===== src/rtl/core/lobt_pkg.sv =====
// Shared types and codes for the limit order book table.
// Used by lobt_unit, the top level and the checker; depends on nothing.
`timescale 1ns / 1ps
`default_nettype none

package lobt_pkg;

   // Fixed field widths of the item formats
   localparam int ID_W    = 32;
   localparam int PRICE_W = 20;
   localparam int QTY_W   = 16;
   localparam int COUNT_W = 7;

   typedef enum logic [0:0] {
      OP_ADD    = 1'b0,
      OP_CANCEL = 1'b1
   } op_type;

   typedef enum logic [1:0] {
      ST_OK        = 2'd0,
      ST_BAD_QTY   = 2'd1,
      ST_NOT_FOUND = 2'd2,
      ST_FULL      = 2'd3
   } status_type;

   typedef enum logic [2:0] {
      S_IDLE,
      S_ADD,
      S_FIND,
      S_SHIFT,
      S_RESP
   } state_type;

   typedef struct packed {
      op_type                    op;
      logic [ID_W-1:0]           order_key;
      logic [PRICE_W-1:0]        price_ticks;
      logic signed [QTY_W-1:0]   quantity;
   } req_type;

   typedef struct packed {
      status_type                status;
      logic [PRICE_W-1:0]        best_price;
      logic                      book_empty;
      logic [COUNT_W-1:0]        order_count;
   } rsp_type;

   // Outcome of one pass through the shared compare unit
   typedef struct packed {
      logic                      take_hit;
      logic [PRICE_W-1:0]        max_price;
   } unit_res_type;

endpackage

`default_nettype wire


===== src/rtl/core/lobt_ram.sv =====
// Generic simple dual-port RAM: one write port, one read port, registered read.
// Depends on nothing.
`timescale 1ns / 1ps
`default_nettype none

module lobt_ram #(
   parameter int WIDTH = 52,
   parameter int DEPTH = 64
) (
   input  wire logic                     clock,
   input  wire logic                     wr_en,
   input  wire logic [$clog2(DEPTH)-1:0] wr_addr,
   input  wire logic [WIDTH-1:0]         wr_data,
   input  wire logic                     rd_en,
   input  wire logic [$clog2(DEPTH)-1:0] rd_addr,
   output logic      [WIDTH-1:0]         rd_data
);

   logic [WIDTH-1:0] mem_ff [DEPTH];
   logic [WIDTH-1:0] rd_data_ff;

   // Write port
   always_ff @(posedge clock) begin
      if (wr_en) begin
         mem_ff[wr_addr] <= wr_data;
      end
   end

   // Registered read port
   always_ff @(posedge clock) begin
      if (rd_en) begin
         rd_data_ff <= mem_ff[rd_addr];
      end
   end

   assign rd_data = rd_data_ff;

endmodule

`default_nettype wire


===== src/rtl/core/lobt_unit.sv =====
// Shared compare unit: id match, lowest-price hit selection and running max.
// Depends on lobt_pkg.
`timescale 1ns / 1ps
`default_nettype none

module lobt_unit (
   input  wire logic [lobt_pkg::ID_W-1:0]    ent_id,
   input  wire logic [lobt_pkg::PRICE_W-1:0] ent_price,
   input  wire logic [lobt_pkg::ID_W-1:0]    key_id,
   input  wire logic                         hit_found,
   input  wire logic [lobt_pkg::PRICE_W-1:0] hit_price,
   input  wire logic [lobt_pkg::PRICE_W-1:0] acc_max,
   output lobt_pkg::unit_res_type            res
);

   // Strictly lower price replaces the hit, so the oldest wins a tie
   always_comb begin
      res.take_hit  = (ent_id == key_id) && (!hit_found || (ent_price < hit_price));
      res.max_price = (ent_price > acc_max) ? ent_price : acc_max;
   end

endmodule

`default_nettype wire


===== src/rtl/core/limit_order_book_table_top.sv =====
// Top level of the limit order book table: sequencer, entry RAM and compare unit.
// Depends on lobt_pkg, lobt_ram and lobt_unit.
`timescale 1ns / 1ps
`default_nettype none

// Bounded table of resting orders (id, price) in arrival order, one item at a
// time. An add passes from S_ADD to S_RESP. A cancel scans every resting order
// for the id and removes the lowest-priced match that it finds: the table lives
// in a RAM with one read port, so the id search reads one entry a cycle, then
// the compaction moves the later entries down one a cycle while it rebuilds
// the best price. req_stall is high from acceptance until the result is loaded
// into the output register; a waiting result does not block the next item,
// only the one after it.
// The RAM needs no clearing after reset: only entries below the count are read.
module limit_order_book_table_top #(
   parameter int TABLE_DEPTH = 64,
   parameter int PRICE_BITS  = 20
) (
   input  wire logic              clock,
   input  wire logic              reset,
   input  wire logic              req_valid,
   output logic                   req_stall,
   input  wire lobt_pkg::req_type req_data,
   output logic                   rsp_valid,
   input  wire logic              rsp_stall,
   output lobt_pkg::rsp_type      rsp_data
);

   localparam int IdxBits   = $clog2(TABLE_DEPTH);
   localparam int CntBits   = $clog2(TABLE_DEPTH + 1);
   localparam int StoreBits = (PRICE_BITS < lobt_pkg::PRICE_W) ? PRICE_BITS
                                                               : lobt_pkg::PRICE_W;
   localparam int EntBits   = lobt_pkg::ID_W + StoreBits;

   lobt_pkg::state_type               state_ff, state_in;
   lobt_pkg::op_type                  op_ff, op_in;
   logic [lobt_pkg::ID_W-1:0]         id_ff, id_in;
   logic [StoreBits-1:0]              price_ff, price_in;
   logic                              qty_bad_ff, qty_bad_in;
   logic [CntBits-1:0]                count_ff, count_in;
   logic [lobt_pkg::PRICE_W-1:0]      best_ff, best_in;
   lobt_pkg::status_type              status_ff, status_in;
   logic [CntBits-1:0]                rd_ff, rd_in;
   logic                              vld_ff, vld_in;
   logic [IdxBits-1:0]                idx_ff, idx_in;
   logic                              found_ff, found_in;
   logic [IdxBits-1:0]                hit_idx_ff, hit_idx_in;
   logic [lobt_pkg::PRICE_W-1:0]      hit_price_ff, hit_price_in;
   logic [lobt_pkg::PRICE_W-1:0]      run_max_ff, run_max_in;
   logic [lobt_pkg::PRICE_W-1:0]      pre_max_ff, pre_max_in;
   logic [lobt_pkg::PRICE_W-1:0]      post_max_ff, post_max_in;
   logic                              rsp_valid_ff, rsp_valid_in;
   lobt_pkg::rsp_type                 rsp_data_ff, rsp_data_in;

   logic                              ram_wr_en;
   logic [IdxBits-1:0]                ram_wr_addr;
   logic [EntBits-1:0]                ram_wr_data;
   logic                              ram_rd_en;
   logic [EntBits-1:0]                ram_rd_data;
   logic [lobt_pkg::ID_W-1:0]         rd_id;
   logic [lobt_pkg::PRICE_W-1:0]      rd_price;

   logic [lobt_pkg::PRICE_W-1:0]      unit_ent_price;
   logic [lobt_pkg::PRICE_W-1:0]      unit_acc;
   lobt_pkg::unit_res_type            unit_res;

   logic                              scan_done;
   logic                              rsp_free;

   // Entry storage: {id, price}
   lobt_ram #(
      .WIDTH (EntBits),
      .DEPTH (TABLE_DEPTH)
   ) u_ram (
      .clock   (clock),
      .wr_en   (ram_wr_en),
      .wr_addr (ram_wr_addr),
      .wr_data (ram_wr_data),
      .rd_en   (ram_rd_en),
      .rd_addr (rd_ff[IdxBits-1:0]),
      .rd_data (ram_rd_data)
   );

   assign rd_id    = ram_rd_data[EntBits-1 -: lobt_pkg::ID_W];
   assign rd_price = lobt_pkg::PRICE_W'(ram_rd_data[StoreBits-1:0]);

   // Compare unit operand select
   always_comb begin
      unit_ent_price = rd_price;
      unit_acc       = run_max_ff;
      unique case (state_ff)
         lobt_pkg::S_ADD: begin
            unit_ent_price = lobt_pkg::PRICE_W'(price_ff);
            unit_acc       = best_ff;
         end
         lobt_pkg::S_SHIFT: begin
            // after the last move the unit merges the two partial maxima
            unit_ent_price = vld_ff ? rd_price : pre_max_ff;
            unit_acc       = post_max_ff;
         end
         default: begin
         end
      endcase
   end

   lobt_unit u_unit (
      .ent_id    (rd_id),
      .ent_price (unit_ent_price),
      .key_id    (id_ff),
      .hit_found (found_ff),
      .hit_price (hit_price_ff),
      .acc_max   (unit_acc),
      .res       (unit_res)
   );

   assign scan_done = (rd_ff >= count_ff) && !vld_ff;
   assign rsp_free  = !rsp_valid_ff || !rsp_stall;

   // Sequencer: next state and datapath updates
   always_comb begin
      state_in     = state_ff;
      op_in        = op_ff;
      id_in        = id_ff;
      price_in     = price_ff;
      qty_bad_in   = qty_bad_ff;
      count_in     = count_ff;
      best_in      = best_ff;
      status_in    = status_ff;
      rd_in        = rd_ff;
      found_in     = found_ff;
      hit_idx_in   = hit_idx_ff;
      hit_price_in = hit_price_ff;
      run_max_in   = run_max_ff;
      pre_max_in   = pre_max_ff;
      post_max_in  = post_max_ff;
      rsp_valid_in = rsp_valid_ff && rsp_stall;
      rsp_data_in  = rsp_data_ff;
      ram_wr_en    = 1'b0;
      ram_wr_addr  = count_ff[IdxBits-1:0];
      ram_wr_data  = {id_ff, price_ff};

      // one RAM read issued per cycle while scanning
      ram_rd_en = ((state_ff == lobt_pkg::S_FIND) || (state_ff == lobt_pkg::S_SHIFT))
                  && (rd_ff < count_ff);
      vld_in    = ram_rd_en;
      idx_in    = rd_ff[IdxBits-1:0];
      if (ram_rd_en) begin
         rd_in = rd_ff + CntBits'(1);
      end

      unique case (state_ff)
         lobt_pkg::S_IDLE: begin
            if (req_valid) begin
               op_in       = req_data.op;
               id_in       = req_data.order_key;
               price_in    = req_data.price_ticks[StoreBits-1:0];
               qty_bad_in  = (req_data.quantity == '0) || req_data.quantity[lobt_pkg::QTY_W-1];
               rd_in       = '0;
               found_in    = 1'b0;
               run_max_in  = '0;
               pre_max_in  = '0;
               state_in    = (req_data.op == lobt_pkg::OP_ADD) ? lobt_pkg::S_ADD
                                                               : lobt_pkg::S_FIND;
            end
         end

         lobt_pkg::S_ADD: begin
            priority if (qty_bad_ff) begin
               status_in = lobt_pkg::ST_BAD_QTY;
            end else if (count_ff == CntBits'(TABLE_DEPTH)) begin
               status_in = lobt_pkg::ST_FULL;
            end else begin
               ram_wr_en = 1'b1;
               count_in  = count_ff + CntBits'(1);
               best_in   = unit_res.max_price;
               status_in = lobt_pkg::ST_OK;
            end
            state_in = lobt_pkg::S_RESP;
         end

         // search for the lowest-priced matching entry
         lobt_pkg::S_FIND: begin
            if (vld_ff) begin
               if (unit_res.take_hit) begin
                  found_in     = 1'b1;
                  hit_idx_in   = idx_ff;
                  hit_price_in = rd_price;
                  pre_max_in   = run_max_ff;
               end
               run_max_in = unit_res.max_price;
            end
            if (scan_done) begin
               if (found_ff) begin
                  rd_in       = CntBits'(hit_idx_ff) + CntBits'(1);
                  post_max_in = '0;
                  state_in    = lobt_pkg::S_SHIFT;
               end else begin
                  status_in = lobt_pkg::ST_NOT_FOUND;
                  state_in  = lobt_pkg::S_RESP;
               end
            end
         end

         // move later entries down one place, max over the moved ones
         lobt_pkg::S_SHIFT: begin
            if (vld_ff) begin
               ram_wr_en   = 1'b1;
               ram_wr_addr = idx_ff - IdxBits'(1);
               ram_wr_data = ram_rd_data;
               post_max_in = unit_res.max_price;
            end
            if (scan_done) begin
               count_in  = count_ff - CntBits'(1);
               best_in   = unit_res.max_price;
               status_in = lobt_pkg::ST_OK;
               state_in  = lobt_pkg::S_RESP;
            end
         end

         lobt_pkg::S_RESP: begin
            if (rsp_free) begin
               rsp_valid_in            = 1'b1;
               rsp_data_in.status      = status_ff;
               rsp_data_in.best_price  = best_ff;
               rsp_data_in.book_empty  = (count_ff == '0);
               rsp_data_in.order_count = lobt_pkg::COUNT_W'(count_ff);
               state_in                = lobt_pkg::S_IDLE;
            end
         end

         default: begin
            state_in = lobt_pkg::S_IDLE;
         end
      endcase
   end

   // Control registers
   always_ff @(posedge clock) begin
      if (reset) begin
         state_ff     <= lobt_pkg::S_IDLE;
         count_ff     <= '0;
         best_ff      <= '0;
         vld_ff       <= 1'b0;
         rsp_valid_ff <= 1'b0;
      end else begin
         state_ff     <= state_in;
         count_ff     <= count_in;
         best_ff      <= best_in;
         vld_ff       <= vld_in;
         rsp_valid_ff <= rsp_valid_in;
      end
   end

   // Payload registers
   always_ff @(posedge clock) begin
      op_ff        <= op_in;
      id_ff        <= id_in;
      price_ff     <= price_in;
      qty_bad_ff   <= qty_bad_in;
      status_ff    <= status_in;
      rd_ff        <= rd_in;
      idx_ff       <= idx_in;
      found_ff     <= found_in;
      hit_idx_ff   <= hit_idx_in;
      hit_price_ff <= hit_price_in;
      run_max_ff   <= run_max_in;
      pre_max_ff   <= pre_max_in;
      post_max_ff  <= post_max_in;
      rsp_data_ff  <= rsp_data_in;
   end

   assign req_stall = (state_ff != lobt_pkg::S_IDLE);
   assign rsp_valid = rsp_valid_ff;
   assign rsp_data  = rsp_data_ff;

endmodule

`default_nettype wire


===== config.mk =====
export PLATFORM = sky130hd
export DESIGN_NAME = limit_order_book_table_top
export DESIGN_NICKNAME = d
export VERILOG_FILES = /design/src/rtl/core/lobt_pkg.sv /design/src/rtl/core/lobt_ram.sv /design/src/rtl/core/lobt_unit.sv /design/src/rtl/core/limit_order_book_table_top.sv
export SDC_FILE = /design/constraint.sdc
export NUM_CORES = 2
export LEC_CHECK = 0
export BUFFER_PORTS_ARGS = -buffer_cell sky130_fd_sc_hd__buf_2
export CORE_UTILIZATION = 45
export CTS_CLUSTER_SIZE = 28
export DETAILED_ROUTE_END_ITERATION = 10
export PLACE_DENSITY = 0.58
export SYNTH_ARGS = -nofsm -noshare
export SYNTH_HDL_FRONTEND = slang
export SYNTH_SLANG_ARGS = --single-unit

===== constraint.sdc =====
create_clock -name clock -period 6.1 [get_ports clock]
set_clock_uncertainty 0.15 [all_clocks]
set_input_delay 0.61 -clock clock [delete_from_list [all_inputs] [get_ports clock]]
set_output_delay 0.61 -clock clock [all_outputs]
set_load 0.01 [all_outputs]

---- After elaboration in Yosys (flattened, before gate mapping) ----
Memory sizes are Yosys's and may differ from the RTL's. A register that Yosys moved wholly into a read port is not among the register bits.
Cells that the tools add are included.
storage, ports and cells
  register bits after elaboration ......... 217
  RAM bits ................................ 3,328
  bits of input ports ..................... 73
  output and inout bits ................... 32
  logic and storage cells ................. 132
  memories kept ........................... 1
cells by class
  add/subtract/negate cells ............... 5
  order comparisons ....................... 4
  equal/unequal tests ..................... 17
  multiplexer cells ....................... 55
  reduce and logical (&&, ||, !) cells .... 29
memories
  name          depth  bits a word  rd ports  clocked after Yosys merged registers in  wr ports  RTL line        source
  u_ram.mem_ff  64     52           1         1                                        1         lobt_ram.sv:19  logic [WIDTH-1:0] mem_ff [DEPTH];
operator list
  operator                                             number
  one-hot mux 20 bit (2 select lines)                  6
  two-way mux 20 bit                                   11
  two-way mux 52 bit                                   2
  two-way mux 7 bit                                    7
  equality test 32 bit                                 1
  one-hot mux 7 bit (2 select lines)                   2
  greater-than comparator 20 bit                       1
  less-than comparator 20 bit                          1
  != test 2 bit, second input constant                 10
  AND reduction 4 bit                                  5
  zero test 16 bit                                     1
  two-way mux 3 bit                                    5
  one-hot mux 3 bit (5 select lines)                   1
  adder 7 x 1 -> 7 bit, second input constant          2
  two-way mux 2 bit                                    6
  two-way mux 6 bit                                    2
  two-way mux 1 bit                                    10
  adder 6 x 1 -> 7 bit, second input constant          1
  equality test 7 bit, second input constant           1
  >= comparator 7 bit                                  1
  zero test 7 bit                                      1
  less-than comparator 7 bit                           1
  subtractor 7 x 1 -> 7 bit, second input constant     1
  equality test 3 x 2 -> 1 bit, second input constant  2
  14 further kinds                                     29

---- Logic depth before layout (Yosys ltp) ----
  word-level depth ........................ 8
  mapped depth ............................ 18
  mapped depth without buffers ............ 12

---- Hierarchy ----
From an unflattened synthesis, not the netlist that was laid out.
second synthesis, totals
  cells, all modules ...................... 6,387
  area total of the unflattened synthesis .. 138,738.1 um2
by module, submodules not included
  module                      times used  cells each  area each (um2)
  lobt_ram                    1           5,410       127,444.7
  limit_order_book_table_top  1           778         9,615.5
  lobt_unit                   1           199         1,677.9

---- Least setup slack after synthesis ----
No wires, ideal clock.
  kind .................................... register -> register
  from .................................... reg state_ff[0]
  to ...................................... mem u_ram.mem_ff[40][0] (enable)
  setup time .............................. 462 ps
  arrival time ............................ 3,924 ps
  required time ........................... 5,488 ps
  path slack .............................. 1,564 ps
  stages on the path, launching flop included .. 8
  period minus slack after synthesis ...... 4,536 ps
  cells stage by stage .................... dfxtp_1 buf_2 nor2b_1 nand3_1 clkbuf_1 o21ai_0 nand2_1 nor2_1
between the ends
  cells in the longest elaborated chain, start to end .. 4
RTL lines
  element                                                                              RTL line                           source
  from (decl)                                                                          limit_order_book_table_top.sv:35   lobt_pkg::state_type state_ff, state_in;
  from (signal assigned)                                                               limit_order_book_table_top.sv:240  state_ff <= lobt_pkg::S_IDLE;
  from (signal assigned)                                                               limit_order_book_table_top.sv:246  state_ff <= state_in;
  equality test 3 x 2 -> 1 bit / equality test 3 x 1 -> 1 bit (equally long branches)  limit_order_book_table_top.sv:151  unique case (state_ff)
  one-hot mux 1 bit (2 select lines)                                                   limit_order_book_table_top.sv:151
  two-way mux 1 bit                                                                    lobt_ram.sv:24                     if (wr_en) begin
  two-way mux 1 bit (implied by the code)                                              lobt_ram.sv:25                     mem_ff[wr_addr] <= wr_data;
  to (decl)                                                                            lobt_ram.sv:19
Several ways; a longest one is shown, not always the timed one.

---- Worst setup path after layout ----
  from .................................... reg state_ff[0]
  to ...................................... reg pre_max_ff[0] in the netlist's numbering (enable)
between the ends
  cells in the longest elaborated chain, start to end .. 7
RTL lines
  element                                                                              RTL line                           source
  equality test 3 x 2 -> 1 bit / equality test 3 x 1 -> 1 bit (equally long branches)  limit_order_book_table_top.sv:91   unique case (state_ff)
  one-hot mux 20 bit (2 select lines)                                                  limit_order_book_table_top.sv:91
  less-than comparator 20 bit                                                          lobt_unit.sv:18                    res.take_hit = (ent_id == key_id) && (!hit_found || (ent_price < hit_price));
  logical OR 1 bit                                                                     lobt_unit.sv:18
  logical AND 1 bit                                                                    lobt_unit.sv:18
  != test 2 x 1 -> 1 bit (no line)                                                     n/a
  AND reduction 4 bit (no line) *                                                      n/a
  to (signal assigned)                                                                 limit_order_book_table_top.sv:267  pre_max_ff <= pre_max_in;
  to (decl)                                                                            limit_order_book_table_top.sv:50   logic [lobt_pkg::PRICE_W-1:0] pre_max_ff, pre_max_in;
Every way passes the cells marked *; elsewhere a longest branch is shown, timed or not.
A chain may end at the register's enable or synchronous reset.

==> metrics.md <==
| Metric | Value |
|---|---|
| Fillers | `around 24000` |
| DR WL/cell | `~34 µm` |
| Largest family of logic cells by synthesized area | `multiplexers` |
| Pleak | `roughly 48 nW` |
| Clock Latency Late Sink | `about 950 ps` |
| Worst vdd ir | `roughly 0.00024 V` |
| Ys Warns | `0` |
| Post-Synth XOR/XNOR Area | `0.00321` |
| DRT iter0 DRCs | `slightly below 8000` |
| Syn Inst Count | `6015` |
| Synth Flop Type | `edfxtp_1` |
| RSZ-0062 raised after global routing | `no` |
| Overall die area | `~310000 µm²` |
| # setup viols final | `0` |
| Worst Path Arrival | `5780 ps` |
| Fin Hold WS | `132 ps` |
| Sequential element share of the synthesized area | `0.773` |
| Max cap viols | `0` |
| # rows | `between 200 and 250` |
| Mapped Nets | `a little over 6000` |
| Post-synth EDFFs | `around 3600` |
| Vias per Instance | `6.08` |
| Clk sink count | `around 3600` |
| Initial Utilization | `0.454` |
| Routed WL | `~370000 µm` |
| Post-DRT Antenna Nets | `0` |
| Initial antenna violation count | `9` |
| Design area | `roughly 160000 µm²` |
| CP Class | `reg2reg` |
| Clock Pin Slew Worst Setup and Hold Paths | `approximately 60 ps` |
| Syn avg cell area | `approximately 23 µm²` |
| # IOs | `approximately 110` |
| Worst slew margin | `0.0954` |
| Number of global-route vias before repair | `roughly 67000` |
| Placed cell area | `between 100000 and 150000 µm²` |
| Critical Path RT | `approximately 6600 ps` |
| Synth Area in Compound Gates | `0.0164` |
| Status | `finished clean` |
| Max Fclk | `~190 MHz` |
| Max FO, Critical Path | `24` |
| Grt ovf | `0` |
| Actual slew at the worst max-slew pin | `1360 ps` |
| DRT Pass-1 Iters | `5` |
| FF+latch count, synth | `~3600` |
| Longest Clk Path Bufs | `4` |
| Core ar. | `between 300000 and 400000 µm²` |
| Fin nets | `6587` |
| GPL Wtd Cong | `~0.84` |
| Min cycle time layout | `around 5300 ps` |
| First-pass GRT wire length | `around 520000 µm` |
| Mux cell area share after synthesis | `0.177` |
| Vias | `around 66000` |
| Leading post-synthesis cells by cell area | `edfxtp_1, mux4_2, mux2i_1` |
| Area share of the largest cell type after synthesis | `0.766` |
| CTS H-tree lvls | `5` |
| DR DRC count | `0` |
| Setup TNS | `0 ps` |
| Die height | `558 µm` |
| Path category of the worst min-delay check | `in2reg` |
| CTS tree | `done` |
| Fin. max-slew vios | `0` |
| IO Port Bufs | `between 100 and 150` |
| Mapped Area | `between 100000 and 150000 µm²` |
| Post-CTS setup buffer count | `0` |
| Largest area contributor in the netlist | `edfxtp_1` |
| Crit end category | `flip-flop` |
| Final worst path period share | `0.874` |
| Final Hold Vio Count | `0` |
| Layout cells sized above 1 | `0.298` |
| Hpwl dp | `slightly above 200000 µm` |
| CTS root buffer | `clkbuf_16` |
| Die Span X | `558 µm` |
| Unique masters post-synth | `54` |
| Asr flop ratio synth | `0` |
| Synth Area in Adders | `0.00500` |
| Area delta synth->final | `14.2%` |
| Post-synthesis simple-gate area fraction | `0.0140` |
| Largest net degree at the start of global routing | `110` |
| Overall Global Routing Usage | `0.240` |
| Startpoint class of the critical path | `flip-flop` |
| Num CTS Buffers | `around 370` |
| Power Dens Cells | `about 380 nW/µm²` |
## power by group
| group | total [mW] | switching [mW] | internal (mW) |
|---|---|---|---|
| Sequential | 28.3 | 0.315 | 27.9 |
| Combinational | 9.93 | 5.39 | 4.54 |
| Clock | 22.2 | 9.60 | 12.6 |
## cell usage in the layout (no fill, tap or decap), types with 20 or more instances in the layout
cell type / netlist / layout
nor2_4: 0 / 65
buf_4: 12 / 178
mux2i_1: 115 / 115
o31ai_1: 21 / 20
nand2_1: 57 / 57
dfxtp_1: 45 / 37
nor2b_1: 80 / 79
nor2_1: 150 / 84
ha_1: 54 / 54
dlygate4sd3_1: 0 / 58
mux2_2: 54 / 54
a211oi_1: 96 / 96
buf_2: 88 / 104
o21ai_0: 22 / 22
bufinv_16: 0 / 35
clkbuf_1: 160 / 76
clkbuf_16: 0 / 367
a21oi_1: 146 / 142
clkinv_1: 0 / 81
o22ai_1: 26 / 26
edfxtp_1: 3552 / 3552
clkinv_2: 0 / 64
buf_12: 0 / 60
and3_1: 24 / 24
inv_1: 48 / 48
nand2b_1: 25 / 24
mux4_2: 1013 / 1013
xor2_1: 40 / 40
## per-layer routing
| metal | GRT usage | up-vias | routed length [µm] |
|---|---|---|---|
| li1 | - | 26600 | - |
| met1 | 0.340 | 36300 | 154000 |
| met2 | 0.391 | 2686 | 182000 |
| met3 | 0.0393 | 472 | 27700 |
| met4 | 0.0616 | 2 | 9710 |
| met5 | 0 | - | 13 |
## worst paths after layout
kind,cells past startpoint,to,slack (ps),start
worst max register to register,14,pre_max_ff[0],770,state_ff[0]
worst min register to register,0,rsp_data[29],280,status_ff[1]
worst max-delay path,14,pre_max_ff[0],770,state_ff[0]
worst min-delay path,2,count_ff[4],130,reset
## cells by family after synthesis
logic type / Yosys count
AO/OA/AOI/OAI: 363
XOR/XNOR: 51
adder cells (fa/ha/maj): 55
buffers and inverters: 371
flip-flops: 3597
multiplexers: 1182
AND/OR/NAND/NOR: 396
## state kept, by name, summed over array words and instances, names as in the netlist, 3 cells and up
register,count
price_ff,20
u_ram.rd_data,52
count_ff,7
run_max_ff,20
u_ram.mem_ff,3328
rd_ff,7
id_ff,32
best_ff,20
rsp_data,30
state_ff,3
post_max_ff,20
idx_ff,6
hit_idx_ff,6
hit_price_ff,20
pre_max_ff,20
## critical path: stages, from the launching register on
cell,delay [ps]
dfxtp_1,500
nor2b_2,200
buf_4,310
nand2b_1,590
o22ai_1,300
a21oi_1,120
ha_1,370
a211oi_1,340
a2111oi_0,160
o21ai_0,110
a31oi_1,60
a2111oi_0,560
o31ai_1,260
a21boi_2,630
buf_4,340
## area by class of cell
type | count | area, µm² | area share
clock buffer | 444 | 9480 | 0.0597
inverter | 48 | 180 | 0.00113
multi-input combinational | 2047 | 30500 | 0.192
tap | 4100 | 5130 | 0.0323
sequential | 3597 | 108000 | 0.677
antenna | 6 | 15.0 | 0.0000945
clock inverter | 226 | 2360 | 0.0148
timing repair buffer | 400 | 3640 | 0.0229
## what timing repair did
item	CTS	global route
hold endpoints to repair	57	0
resized for setup	0	0
hold buffers	58	0
## stage by stage
stage	power, mW	setup slack [ps]	instances	utilization
after global placement	38.8	1030	10100	0.477
after detailed placement	38.8	830	10100	0.477
after floorplan	35.7	1560	6015	-
after CTS	61.0	782	10900	0.518
final	60.4	767	10900	0.518
after global routing	62.3	322	10900	0.518
## cell usage after synthesis (all sizes together) (2+ instances only)
master   number
nand3        12
and3         24
nand3b        2
or2          11
xnor2        11
o21bai        2
nor2        150
or3           3
xor2         40
a21o         13
a311oi        9
inv          48
a211oi       96
nand4        11
nor3          2
buf         163
nor2b        80
mux2         54
a31oi         2
o31ai        21
dfxtp        45
edfxtp     3552
nand2        57
a21boi        2
o22ai        26
mux2i       115
ha           54
clkbuf      160
mux4       1013
o21a          9
nand2b       25
nor4         15
a21oi       146
o21ai        25
a2111oi       3
No activity file was read; power rests on OpenSTA's default activity.
